[src/rtl/bprd_pkg.sv]
// ----------------------------------------------------------------------------
// bprd_pkg
// Shared types, widths and helpers for the bit-pair run-length plane decoder.
// ----------------------------------------------------------------------------
`default_nettype none

package bprd_pkg;

  // largest tile count per side; the pair counter and repeat count are sized for it
  localparam int MAX_TILES = 7;

  // field and state widths
  localparam int TILE_W  = 3;   // width_tiles / height_tiles registers
  localparam int PAIRS_W = 11;  // pair counter, repeat count
  localparam int VAL_W   = 12;  // prefix/suffix value, saturating
  localparam int LEN_W   = 5;   // prefix length, suffix bits left
  localparam int SHIFT_W = 5;   // 32 pairs per tile

  // configuration register indexes
  localparam logic CFG_WIDTH_TILES  = 1'b0;
  localparam logic CFG_HEIGHT_TILES = 1'b1;

  // packet decoder phase
  typedef enum logic [4:0] {
    PH_IDLE   = 5'b00001,
    PH_PREFIX = 5'b00010,
    PH_SUFFIX = 5'b00100,
    PH_LIT_A  = 5'b01000,
    PH_LIT_B  = 5'b10000
  } phase_t;

  // one input beat as held in the input register
  typedef struct packed {
    logic action;
    logic bit_value;
  } bprd_beat_t;

  // shift one bit into a value, sticking at all ones once it overflows;
  // any value past the largest plane behaves the same in the count clip
  function automatic logic [VAL_W-1:0] sat_shift(input logic [VAL_W-1:0] v,
                                                 input logic b);
    logic [VAL_W:0] n;
    n = {v, b};
    return n[VAL_W] ? {VAL_W{1'b1}} : n[VAL_W-1:0];
  endfunction

endpackage

`default_nettype wire

[src/rtl/bprd_if.sv]
// ----------------------------------------------------------------------------
// bprd_in_if / bprd_out_if
// Valid/ready channels for compressed bits in and decoded pair runs out.
// ----------------------------------------------------------------------------
`default_nettype none

interface bprd_in_if;
  logic valid;
  logic ready;
  logic action;
  logic bit_value;

  modport source (output valid, output action, output bit_value, input ready);
  modport sink   (input valid, input action, input bit_value, output ready);
endinterface

interface bprd_out_if;
  logic        valid;
  logic        ready;
  logic        pair_high;
  logic        pair_low;
  logic [10:0] repeat_count;
  logic        plane_done;

  modport source (output valid, output pair_high, output pair_low,
                  output repeat_count, output plane_done, input ready);
  modport sink   (input valid, input pair_high, input pair_low,
                  input repeat_count, input plane_done, output ready);
endinterface

`default_nettype wire

[src/rtl/bprd_cfg.sv]
// ----------------------------------------------------------------------------
// bprd_cfg
// Tile count registers and the pair count of one plane.
// ----------------------------------------------------------------------------
`default_nettype none

module bprd_cfg (
  input  wire logic                         clk,
  input  wire logic                         rst_n,
  input  wire logic                         cfg_we,
  input  wire logic                         cfg_index,
  input  wire logic [bprd_pkg::TILE_W-1:0]  cfg_wdata,
  output logic      [bprd_pkg::PAIRS_W-1:0] plane_pairs
);
  import bprd_pkg::*;

  localparam int TC_W = 4;  // holds MAX_TILES up to 15
  localparam logic [TC_W-1:0] MaxTiles = TC_W'(MAX_TILES);
  localparam logic [TILE_W-1:0] TileReset = TILE_W'(7);

  logic [TILE_W-1:0]   width_tiles_r;
  logic [TILE_W-1:0]   height_tiles_r;
  logic [TC_W-1:0]     w_eff;
  logic [TC_W-1:0]     h_eff;
  logic [2*TC_W-1:0]   tiles;

  // register writes
  always_ff @(posedge clk) begin
    if (!rst_n) begin
      width_tiles_r  <= TileReset;
      height_tiles_r <= TileReset;
    end else if (cfg_we) begin
      unique case (cfg_index)
        CFG_WIDTH_TILES:  width_tiles_r  <= cfg_wdata;
        CFG_HEIGHT_TILES: height_tiles_r <= cfg_wdata;
        default: ;
      endcase
    end
  end

  // clamp each count to 1..MAX_TILES
  function automatic logic [TC_W-1:0] clamp_tiles(input logic [TILE_W-1:0] t);
    logic [TC_W-1:0] e;
    e = TC_W'(t);
    priority if (e == '0)      return TC_W'(1);
    else if (e > MaxTiles)     return MaxTiles;
    else                       return e;
  endfunction

  assign w_eff = clamp_tiles(width_tiles_r);
  assign h_eff = clamp_tiles(height_tiles_r);
  assign tiles = w_eff * h_eff;

  // 32 pairs per tile
  assign plane_pairs = PAIRS_W'({tiles, {SHIFT_W{1'b0}}});

endmodule

`default_nettype wire

[src/rtl/bprd_in_stage.sv]
// ----------------------------------------------------------------------------
// bprd_in_stage
// Input register: holds one compressed-bit beat until the decoder takes it.
// ----------------------------------------------------------------------------
`default_nettype none

module bprd_in_stage (
  input  wire logic                 clk,
  input  wire logic                 rst_n,
  bprd_in_if.sink                   in_ch,
  output logic                      s1_valid,
  output bprd_pkg::bprd_beat_t      s1_beat,
  input  wire logic                 s1_take
);
  import bprd_pkg::*;

  logic       s1_valid_r;
  bprd_beat_t s1_beat_r;

  // free when empty or emptied this cycle
  assign in_ch.ready = !s1_valid_r || s1_take;

  // valid flag
  always_ff @(posedge clk) begin
    if (!rst_n) begin
      s1_valid_r <= 1'b0;
    end else if (in_ch.valid && in_ch.ready) begin
      s1_valid_r <= 1'b1;
    end else if (s1_take) begin
      s1_valid_r <= 1'b0;
    end
  end

  // payload
  always_ff @(posedge clk) begin
    if (in_ch.valid && in_ch.ready) begin
      s1_beat_r.action    <= in_ch.action;
      s1_beat_r.bit_value <= in_ch.bit_value;
    end
  end

  assign s1_valid = s1_valid_r;
  assign s1_beat  = s1_beat_r;

endmodule

`default_nettype wire

[src/rtl/bprd_decode.sv]
// ----------------------------------------------------------------------------
// bprd_decode
// Packet state machine (run prefix/suffix, literal pairs) and result register.
// ----------------------------------------------------------------------------
`default_nettype none

module bprd_decode (
  input  wire logic                          clk,
  input  wire logic                          rst_n,
  input  wire logic                          s1_valid,
  input  wire bprd_pkg::bprd_beat_t          s1_beat,
  output logic                               s1_take,
  input  wire logic [bprd_pkg::PAIRS_W-1:0]  plane_pairs,
  bprd_out_if.source                         out_ch
);
  import bprd_pkg::*;

  phase_t              phase_r, phase_nxt;
  logic [PAIRS_W-1:0]  pairs_left_r, pairs_left_nxt;
  logic [VAL_W-1:0]    prefix_val_r, prefix_val_nxt;
  logic [LEN_W-1:0]    prefix_len_r, prefix_len_nxt;
  logic [VAL_W-1:0]    suffix_val_r, suffix_val_nxt;
  logic [LEN_W-1:0]    suffix_left_r, suffix_left_nxt;
  logic                held_r, held_nxt;

  logic                out_valid_r;
  logic                out_hi_r, out_lo_r, out_done_r;
  logic [PAIRS_W-1:0]  out_cnt_r;

  logic                emit;
  logic                emit_hi, emit_lo;
  logic [PAIRS_W-1:0]  emit_cnt;
  logic [VAL_W-1:0]    pre_shift, suf_shift;
  logic [LEN_W-1:0]    len_inc;
  logic [VAL_W:0]      total;
  logic                slot_free;
  logic                bit_in;

  assign bit_in    = s1_beat.bit_value;
  assign pre_shift = sat_shift(prefix_val_r, bit_in);
  assign suf_shift = sat_shift(suffix_val_r, bit_in);
  assign len_inc   = (prefix_len_r == {LEN_W{1'b1}}) ? prefix_len_r
                                                      : prefix_len_r + LEN_W'(1);
  // run length before clipping
  assign total = {1'b0, prefix_val_r} + {1'b0, suf_shift} + (VAL_W+1)'(1);

  // next state for the beat in the input register
  always_comb begin
    phase_nxt       = phase_r;
    pairs_left_nxt  = pairs_left_r;
    prefix_val_nxt  = prefix_val_r;
    prefix_len_nxt  = prefix_len_r;
    suffix_val_nxt  = suffix_val_r;
    suffix_left_nxt = suffix_left_r;
    held_nxt        = held_r;
    emit            = 1'b0;
    emit_hi         = 1'b0;
    emit_lo         = 1'b0;
    emit_cnt        = '0;

    if (!s1_beat.action) begin
      // plane start: bit picks the first packet type
      pairs_left_nxt = plane_pairs;
      held_nxt       = 1'b0;
      if (!bit_in) begin
        phase_nxt       = PH_PREFIX;
        prefix_val_nxt  = '0;
        prefix_len_nxt  = '0;
        suffix_val_nxt  = '0;
        suffix_left_nxt = '0;
      end else begin
        phase_nxt = PH_LIT_A;
      end
    end else begin
      unique case (phase_r)
        PH_PREFIX: begin
          prefix_val_nxt = pre_shift;
          prefix_len_nxt = len_inc;
          if (!bit_in) begin
            suffix_left_nxt = len_inc;
            suffix_val_nxt  = '0;
            phase_nxt       = PH_SUFFIX;
          end
        end
        PH_SUFFIX: begin
          suffix_val_nxt = suf_shift;
          if (suffix_left_r != '0) suffix_left_nxt = suffix_left_r - LEN_W'(1);
          if (suffix_left_r <= LEN_W'(1)) begin
            // last suffix bit: emit the run, clipped to what is left
            emit      = 1'b1;
            emit_cnt  = (total < (VAL_W+1)'(pairs_left_r)) ? total[PAIRS_W-1:0]
                                                           : pairs_left_r;
            phase_nxt = PH_LIT_A;
          end
        end
        PH_LIT_A: begin
          held_nxt  = bit_in;
          phase_nxt = PH_LIT_B;
        end
        PH_LIT_B: begin
          if (!held_r && !bit_in) begin
            // pair 00 closes the literal packet
            phase_nxt       = PH_PREFIX;
            prefix_val_nxt  = '0;
            prefix_len_nxt  = '0;
            suffix_val_nxt  = '0;
            suffix_left_nxt = '0;
          end else begin
            emit      = 1'b1;
            emit_hi   = held_r;
            emit_lo   = bit_in;
            emit_cnt  = PAIRS_W'(1);
            phase_nxt = PH_LIT_A;
          end
        end
        PH_IDLE: phase_nxt = PH_IDLE;
        default: phase_nxt = PH_IDLE;
      endcase
    end

    // count down and close the plane on its last pair
    if (emit) begin
      pairs_left_nxt = pairs_left_r - emit_cnt;
      if (pairs_left_nxt == '0) phase_nxt = PH_IDLE;
    end
  end

  // take the beat unless its result has nowhere to go
  assign slot_free = !out_valid_r || out_ch.ready;
  assign s1_take   = s1_valid && (!emit || slot_free);

  // decoder state
  always_ff @(posedge clk) begin
    if (!rst_n) begin
      phase_r       <= PH_IDLE;
      pairs_left_r  <= '0;
      prefix_val_r  <= '0;
      prefix_len_r  <= '0;
      suffix_val_r  <= '0;
      suffix_left_r <= '0;
      held_r        <= 1'b0;
    end else if (s1_take) begin
      phase_r       <= phase_nxt;
      pairs_left_r  <= pairs_left_nxt;
      prefix_val_r  <= prefix_val_nxt;
      prefix_len_r  <= prefix_len_nxt;
      suffix_val_r  <= suffix_val_nxt;
      suffix_left_r <= suffix_left_nxt;
      held_r        <= held_nxt;
    end
  end

  // result valid
  always_ff @(posedge clk) begin
    if (!rst_n) begin
      out_valid_r <= 1'b0;
    end else if (s1_take && emit) begin
      out_valid_r <= 1'b1;
    end else if (out_ch.ready) begin
      out_valid_r <= 1'b0;
    end
  end

  // result payload
  always_ff @(posedge clk) begin
    if (s1_take && emit) begin
      out_hi_r   <= emit_hi;
      out_lo_r   <= emit_lo;
      out_cnt_r  <= emit_cnt;
      out_done_r <= (pairs_left_nxt == '0);
    end
  end

  assign out_ch.valid        = out_valid_r;
  assign out_ch.pair_high    = out_hi_r;
  assign out_ch.pair_low     = out_lo_r;
  assign out_ch.repeat_count = out_cnt_r;
  assign out_ch.plane_done   = out_done_r;

endmodule

`default_nettype wire

[src/rtl/bit_pair_rle_plane_decoder_top.sv]
// The bit that completes a result beat passes the input register, then the result
//   register, before the beat shows on out_ch.
// Throughput: one bit per cycle unless stalled; the packet state updates in one pass.
// A bit whose result finds the result register full waits in the input register.
// Reset (rst_n low, synchronous): decoder idle, no plane active, both tile counts 7.
// ----------------------------------------------------------------------------
// bit_pair_rle_plane_decoder_top
// Serial bit-pair run-length bitplane decoder: compressed bits in, pair runs out.
// ----------------------------------------------------------------------------
`default_nettype none

module bit_pair_rle_plane_decoder_top (
  input  wire logic                        clk,
  input  wire logic                        rst_n,
  bprd_in_if.sink                          in_ch,
  bprd_out_if.source                       out_ch,
  input  wire logic                        cfg_we,
  input  wire logic                        cfg_index,
  input  wire logic [bprd_pkg::TILE_W-1:0] cfg_wdata
);
  import bprd_pkg::*;

  logic               s1_valid;
  bprd_beat_t         s1_beat;
  logic               s1_take;
  logic [PAIRS_W-1:0] plane_pairs;

  // tile registers and plane size
  bprd_cfg u_cfg (
    .clk         (clk),
    .rst_n       (rst_n),
    .cfg_we      (cfg_we),
    .cfg_index   (cfg_index),
    .cfg_wdata   (cfg_wdata),
    .plane_pairs (plane_pairs)
  );

  // input register
  bprd_in_stage u_in (
    .clk      (clk),
    .rst_n    (rst_n),
    .in_ch    (in_ch),
    .s1_valid (s1_valid),
    .s1_beat  (s1_beat),
    .s1_take  (s1_take)
  );

  // packet decoder and result register
  bprd_decode u_dec (
    .clk         (clk),
    .rst_n       (rst_n),
    .s1_valid    (s1_valid),
    .s1_beat     (s1_beat),
    .s1_take     (s1_take),
    .plane_pairs (plane_pairs),
    .out_ch      (out_ch)
  );

endmodule

`default_nettype wire

[src/flat_wrapper.sv]
// flat-port wrapper written by rule: the top's interface ports become plain ports
module bit_pair_rle_plane_decoder_top_flat import bprd_pkg::*;
  (clk, rst_n, cfg_we, cfg_index, cfg_wdata, in_ch_valid, in_ch_action, in_ch_bit_value, in_ch_ready, out_ch_valid, out_ch_pair_high, out_ch_pair_low, out_ch_repeat_count, out_ch_plane_done, out_ch_ready);
  bprd_in_if in_ch_i ();
  bprd_out_if out_ch_i ();
  input  wire logic clk;
  input  wire logic rst_n;
  input  wire logic cfg_we;
  input  wire logic cfg_index;
  input  wire logic [bprd_pkg::TILE_W-1:0] cfg_wdata;
  input wire logic [$bits(in_ch_i.valid)-1:0] in_ch_valid;
  input wire logic [$bits(in_ch_i.action)-1:0] in_ch_action;
  input wire logic [$bits(in_ch_i.bit_value)-1:0] in_ch_bit_value;
  output wire logic [$bits(in_ch_i.ready)-1:0] in_ch_ready;
  output wire logic [$bits(out_ch_i.valid)-1:0] out_ch_valid;
  output wire logic [$bits(out_ch_i.pair_high)-1:0] out_ch_pair_high;
  output wire logic [$bits(out_ch_i.pair_low)-1:0] out_ch_pair_low;
  output wire logic [$bits(out_ch_i.repeat_count)-1:0] out_ch_repeat_count;
  output wire logic [$bits(out_ch_i.plane_done)-1:0] out_ch_plane_done;
  input wire logic [$bits(out_ch_i.ready)-1:0] out_ch_ready;
  assign in_ch_i.valid = in_ch_valid;
  assign in_ch_i.action = in_ch_action;
  assign in_ch_i.bit_value = in_ch_bit_value;
  assign in_ch_ready = in_ch_i.ready;
  assign out_ch_valid = out_ch_i.valid;
  assign out_ch_pair_high = out_ch_i.pair_high;
  assign out_ch_pair_low = out_ch_i.pair_low;
  assign out_ch_repeat_count = out_ch_i.repeat_count;
  assign out_ch_plane_done = out_ch_i.plane_done;
  assign out_ch_i.ready = out_ch_ready;
  bit_pair_rle_plane_decoder_top u_core (.clk(clk), .rst_n(rst_n), .in_ch(in_ch_i), .out_ch(out_ch_i), .cfg_we(cfg_we), .cfg_index(cfg_index), .cfg_wdata(cfg_wdata));
endmodule
[config.mk]
export PLATFORM = sky130hd
export DESIGN_NAME = bit_pair_rle_plane_decoder_top_flat
export DESIGN_NICKNAME = d
export VERILOG_FILES = /design/src/rtl/bprd_pkg.sv /design/src/rtl/bprd_if.sv /design/src/rtl/bprd_cfg.sv /design/src/rtl/bprd_in_stage.sv /design/src/rtl/bprd_decode.sv /design/src/rtl/bit_pair_rle_plane_decoder_top.sv /design/src/flat_wrapper.sv
export SDC_FILE = /design/constraint.sdc
export NUM_CORES = 1
export LEC_CHECK = 0
export BUFFER_PORTS_ARGS = -buffer_cell sky130_fd_sc_hd__buf_4
export CORE_MARGIN = 2
export CORE_UTILIZATION = 35
export CTS_CLUSTER_DIAMETER = 100
export DETAILED_ROUTE_END_ITERATION = 8
export PLACE_DENSITY = 0.47
export REMOVE_ABC_BUFFERS = 1
export SLEW_MARGIN = 20
export SYNTH_ARGS = -nofsm -noshare
export SYNTH_HDL_FRONTEND = slang
export SYNTH_HIERARCHICAL = 1
export SYNTH_SLANG_ARGS = --single-unit
[constraint.sdc]
create_clock -name clk -period 12.93 [get_ports clk]
set_input_delay 1.9395 -clock clk [delete_from_list [all_inputs] [get_ports clk]]
set_output_delay 1.9395 -clock clk [all_outputs]
set_load 0.03 [all_outputs]
# ---- Word level (Yosys, flattened, before mapping)
# Index checks and enable logic that the tools add are counted.
# W data, S select, Z words.
dict set report classes {
  muxes 45
  bitwise_logic 3
  reduce_logical 26
  order_cmp 2
  mul 1
  n_addsub 5
  n_eq_ne 12
}
# cell count
set op_table {}
lappend op_table {{$mux W12} 7}
lappend op_table {{$mux W5} 12}
lappend op_table {{$mux W11} 5}
lappend op_table {{$pmux W12 S3} 1}
lappend op_table {{$pmux W12 S2} 1}
lappend op_table {{$logic_not A11 Y1} 2}
lappend op_table {{$pmux W11 S2} 1}
lappend op_table {{$pmux W5 S4} 1}
lappend op_table {{$pmux W5 S3} 1}
lappend op_table {{$add A12 B12 Y13} 1}
lappend op_table {{$add A13 B1 Y13 const B} 1}
lappend op_table {{$lt A13 B11 Y1} 1}
lappend op_table {{$sub A11 B11 Y11} 1}
lappend op_table {{$eq A5 B5 Y1 const B} 2}
lappend op_table {{$mux W1} 10}
lappend op_table {{$pmux W5 S2} 1}
lappend op_table {{$ne A3 B3 Y1 const B} 3}
lappend op_table {{$mux W4} 2}
lappend op_table {{$logic_not A3 Y1} 2}
lappend op_table {{$mul A4 B4 Y6} 1}
lappend op_table {{$mux W3} 2}
lappend op_table {{$reduce_and A2 Y1} 3}
lappend op_table {{$reduce_and A6 Y1} 1}
lappend op_table {{$add A5 B1 Y5 const B} 1}
lappend op_table {{18 further kinds} 31}
dict set report totals {
  input_bits 11
  register_bits 75
  wordCells 111
}

# ---- Longest topological paths before layout
dict set report logic_depth {
  word_depth 12
  depth_mapped 31
}

# ---- Modules after synthesis
# The synthesis kept the hierarchy.
# module area_per_inst_um2 cells_each instances
set modules_own_cells {}
lappend modules_own_cells {bprd_decode 4710.8 567 1}
lappend modules_own_cells {bprd_cfg 500.5 59 1}
lappend modules_own_cells {bprd_in_stage 117.6 7 1}

# ---- Least setup slack after synthesis
# Ideal clock, no wire load.
dict set report synth_path {
  path_type {reg-to-reg}
  from {register u_core.u_dec.suffix_val_r[11]}
  to {register u_core.u_dec.out_done_r (netlist: u_core/u_dec/out_ch.plane_done) (data pin)}
  arrival_ps 5679
  slack_ps 6996
  path_stages_with_launch 29
  n_path_buf 2
  synth_period_minus_slack_ps 5934
  path_cell_list {dfxtp_1 clkbuf_1 or2_2 ha_1 nor2b_4 o31ai_2 a21boi_2 o21a_1 o31a_2 ha_1 a211o_1 a21oi_1 nand3_1 nor2_2 buf_6 o21ai_0 a21oi_1 ha_1 inv_1 fa_1 a21o_1 a22o_1 o41a_1 a31o_1 o21ai_0 nor2_1 o2bb2ai_1 o31ai_1 and3_1}
}
dict set report synth_via {
  elab_chain_cells 11
}
# item line
set synth_rtl {}
lappend synth_rtl {{start: declaration} bprd_decode.sv:22} ;# logic [VAL_W-1:0] suffix_val_r, suffix_val_nxt;
lappend synth_rtl {{start signal: assignment} bprd_decode.sv:147} ;# suffix_val_r <= suffix_val_nxt;
lappend synth_rtl {{$mux W12 *} bprd_pkg.sv:44} ;# return n[VAL_W] ? {VAL_W{1'b1}} : n[VAL_W-1:0];
lappend synth_rtl {{$add A12 B12 Y13 *} bprd_decode.sv:45} ;# assign total = {1'b0, prefix_val_r} + {1'b0, suf_shift} + (VAL_W+1)'(1);
lappend synth_rtl {{$add A13 B1 Y13 *} bprd_decode.sv:45}
lappend synth_rtl {{$lt A13 B11 Y1} bprd_decode.sv:91} ;# emit_cnt = (total < (VAL_W+1)'(pairs_left_r)) ? total[PAIRS_W-1:0]
lappend synth_rtl {{$mux W11 *} bprd_decode.sv:91}
lappend synth_rtl {{$mux W11 *} bprd_decode.sv:88} ;# if (suffix_left_r <= LEN_W'(1)) begin
lappend synth_rtl {{$pmux W11 S2 *} bprd_decode.sv:75} ;# unique case (phase_r)
lappend synth_rtl {{$mux W11 *} bprd_decode.sv:61} ;# if (!s1_beat.action) begin
lappend synth_rtl {{via u_core.u_dec.emit_cnt[0]} bprd_decode.sv:32} ;# logic [PAIRS_W-1:0] emit_cnt;
lappend synth_rtl {{$sub A11 B11 Y11 *} bprd_decode.sv:123} ;# pairs_left_nxt = pairs_left_r - emit_cnt;
lappend synth_rtl {{$mux W11 *} bprd_decode.sv:122} ;# if (emit) begin
lappend synth_rtl {{$logic_not A11 Y1 *} bprd_decode.sv:170} ;# out_done_r <= (pairs_left_nxt == '0);
lappend synth_rtl {{end signal: assignment} bprd_decode.sv:170}
lappend synth_rtl {{end: declaration} bprd_decode.sv:27} ;# logic out_hi_r, out_lo_r, out_done_r;
# The timed path passes the listed nets; every way through them passes the cells marked *.
# A chain may end at the register's enable or synchronous reset.

# ---- Final worst setup path
# Same ends and word-level chain as after synthesis.

==> impl_metrics.tcl <==
set metrics [dict create \
    vias 4403 \
    hold_class "flop to flop" \
    synth_edf_count 16 \
    powerDensity_nw_per_um2 101.6 \
    place_congestion 0.9073 \
    drive_gt1_share_pct 12.63 \
    slew_viol_final 0 \
    slew_headroom_pct 41.53 \
    cp_slowest_cell "nor2_2" \
    cp_common_cell "ha_1" \
    clk-insertion-delay-late_ns 0.34 \
    drc 0 \
    dp_hpwl_mm 9.554 \
    arrival_ns 6.79 \
    cts_root_buf "clkbuf_16" \
    syn-cell-area_sq_um 5329 \
    skew_ns 0.006286 \
    ant_nets 0 \
    crit_family "compound AO/OA/AOI/OAI gates" \
    grt_pass1_vias 4099 \
    coreArea_sq_um 15030 \
    antenna_found_initial 0 \
    maxCapViolations 0 \
    worstSetupStartpointType "flop" \
    fin_crit_sh_pct 51.80 \
    clock_path_buffers 2 \
    first_pass_iters 4 \
    cpPeakStageDelay_ns 0.62 \
    boundaryPins 27 \
    worst_setup_path_end_kind "flop" \
    grt_max_degree 65 \
    layout_common_cells "59 x dfxtp_1, 51 x nand2_1, 46 x nor2_1, 43 x inv_1, 40 x ha_1" \
    final_util_pct 39.30 \
    io_buffer_count 26 \
    die_h_microns 127.4 \
    grt_setup_unrepaired "no" \
    n_antenna_cell 0 \
    fin_setup_tns_ns 0 \
    synthArstFlopShare_pct 0 \
    dieArea_sq_um 16230 \
    synth_ff_type "dfxtp_1" \
    max_freq_mhz 149.3 \
    tritoncts "built" \
    syn_to_final_growth_pct 10.87 \
    p_leak_nw 2.420 \
    post_dp_cell_area_sq_um 5624 \
    status "complete, no violations" \
    synthCells 633 \
    cts_sinks 75 \
    synth.ff_latch_count 75 \
    wl_mm 12.80 \
    grt_pass1_wl_mm 21.48 \
    yosys_warnings 6 \
    cp.required_ns 13.03 \
    mostFrequentLayoutCell "dfxtp_1" \
    final_cell_area_sq_um 5908 \
    avgSynthCellArea_sq_um 8.418 \
    hold_buffers 0 \
    setup_viol 0 \
    synth_top_family_by_area "compound AO/OA/AOI/OAI gates" \
    synth_compound_area_share_pct 23.15 \
    crit_fanout 14 \
    synthAdderAreaFrac_pct 10.89 \
    start_util_pct 35.45 \
    rows 45 \
    synthMuxAreaShare_pct 3.005 \
    overflow 0 \
    vdd_drop_max_mv 0.06171 \
    ys_types 81 \
    post_cts_buffers 0 \
    final.min_clock_period_ns 6.697 \
    detail_route.vias_per_cell 5.260 \
    synthSimpleGateAreaFrac_pct 21.74 \
    clkTransAtPathRegs_ns 0.06 \
    critical_path_buf_inv_count 1 \
    drt_iter0_drc 285 \
    synthXorXnorAreaFrac_pct 3.616 \
    hold_viol_final 0 \
    die_x_microns 127.4 \
    crit_type "flop to flop" \
    routedWlPerCell_microns 15.29 \
    track_usage_pct 16.78 \
    cts_buffers 9 \
    tightest_slew_ns 0.8738 \
    cts.repair.resized 0 \
    layout.nets 699 \
    cts_htree_levels 3 \
    yosysSeqAreaShare_pct 31.18 \
]
## layer usage
layer	global-route usage [%]	routed length, microns	part of all wire, %	vias to the layer above
met3	2.848	411	3.2	19
met4	7.240	300	2.3	0
li1	-	-	-	2254
met5	0	0	0	-
met1	23.32	6304	49	2063
met2	25.70	5780	45	67
## path summary, 6_finish.rpt
check,endpoint,cells past startpoint,slack (ns),startpoint
setup / recovery,u_core/u_dec/out_ch.plane_done,26,6.23,u_core/u_dec/suffix_val_r[11]
hold / removal,u_core/u_dec/suffix_val_r[0],2,0.46,u_core/u_dec/suffix_val_r[0]
setup reg to reg,u_core/u_dec/out_ch.plane_done,26,6.23,u_core/u_dec/suffix_val_r[11]
hold reg to reg,u_core/u_dec/suffix_val_r[0],2,0.46,u_core/u_dec/suffix_val_r[0]
## sequential cells by signal, summed over array words and instances, names as in the netlist, 2 cells and up
name and flops:
u_core/u_dec/out_ch.repeat_count 11, u_core/u_dec/prefix_val_r 12, u_core/u_dec/pairs_left_r 11, u_core/u_dec/phase_r 5, u_core/u_cfg/width_tiles_r 3, u_core/u_dec/suffix_left_r 5
u_core/u_cfg/height_tiles_r 3, u_core/u_in/s1_beat 2, u_core/u_dec/prefix_len_r 5, u_core/u_dec/suffix_val_r 12
## kinds of logic (layout without fill, tap and decap cells)
| group | count (synthesis) | after routing |
|---|---|---|
| adders and majority gates | 44 | 44 |
| other | 1 | 5 |
| DFF | 75 | 75 |
| muxes | 16 | 16 |
| and+or+nand+nor | 216 | 216 |
| buffers and inverters | 78 | 90 |
| xor gates and xnor gates | 22 | 22 |
| AOI/OAI and AO/OA | 181 | 181 |
## tightest hold or removal path, cell delays in order, from the launching register on
cell	delay, ns
dfxtp_1	0.30
nand2_1	0.04
a21boi_0	0.06
## cell type report
class,count,area [sq um]
Timing Repair Buffer,28,210.2
Clock buffer,10,229.0
Inverter,46,172.7
Fill cell,1507,9125
Tap cell,188,235.2
Clock inverter,6,55.05
Sequential cell,75,1662
Multi-Input combinational cell,484,3344
## power breakdown
part           switching (mW)  total [mW]  internal [mW]
clock                  0.0982       0.246          0.148
combinational          0.0610       0.106         0.0448
sequential            0.00561       0.248          0.243
## stage by stage
stage	power [mW]	setup WS (ns)	hold slack [ns]	std cells
after floorplan	0.3291	6.926	0.4283	605
after global placement	0.3579	6.397	0.4521	821
after detailed placement	0.3582	6.281	0.4579	821
after global routing	0.6366	5.688	0.4969	837
after CTS	0.6090	6.272	0.4664	837
final	0.6002	6.233	0.4604	837
## cell usage after synthesis (3+ instances only)
cell | instances | share of area [%]
and3_1 | 8 | 0.94
nor3_1 | 8 | 0.75
and4bb_1 | 3 | 0.70
a22oi_1 | 10 | 1.4
o22ai_1 | 3 | 0.35
inv_2 | 3 | 0.21
edfxtp_1 | 16 | 9.0
o31ai_1 | 3 | 0.42
dfxtp_1 | 59 | 22
o21bai_1 | 3 | 0.42
clkbuf_1 | 18 | 1.3
nor2b_1 | 22 | 2.6
and2_1 | 7 | 0.82
or2_1 | 7 | 0.82
nand2_1 | 51 | 3.6
ha_1 | 40 | 9.4
nand3_1 | 20 | 1.9
a21boi_0 | 17 | 2.4
xnor2_1 | 18 | 3.0
o21a_1 | 9 | 1.3
buf_6 | 3 | 0.63
mux2i_1 | 16 | 3.0
buf_1 | 3 | 0.21
a21boi_1 | 10 | 1.4
o21ai_1 | 8 | 0.75
a31oi_1 | 6 | 0.70
nand2b_1 | 7 | 0.82
a21oi_1 | 34 | 3.2
fa_1 | 4 | 1.5
or2_2 | 14 | 1.6
inv_1 | 43 | 3.0
o21ai_0 | 29 | 2.7
nor2_1 | 46 | 3.2
a211oi_1 | 7 | 0.99
nand3b_1 | 3 | 0.42
o211ai_1 | 7 | 0.99
buf_4 | 5 | 0.70
xor2_1 | 4 | 0.66
a21o_1 | 6 | 0.85
No activity file was read; power rests on OpenSTA's default activity.
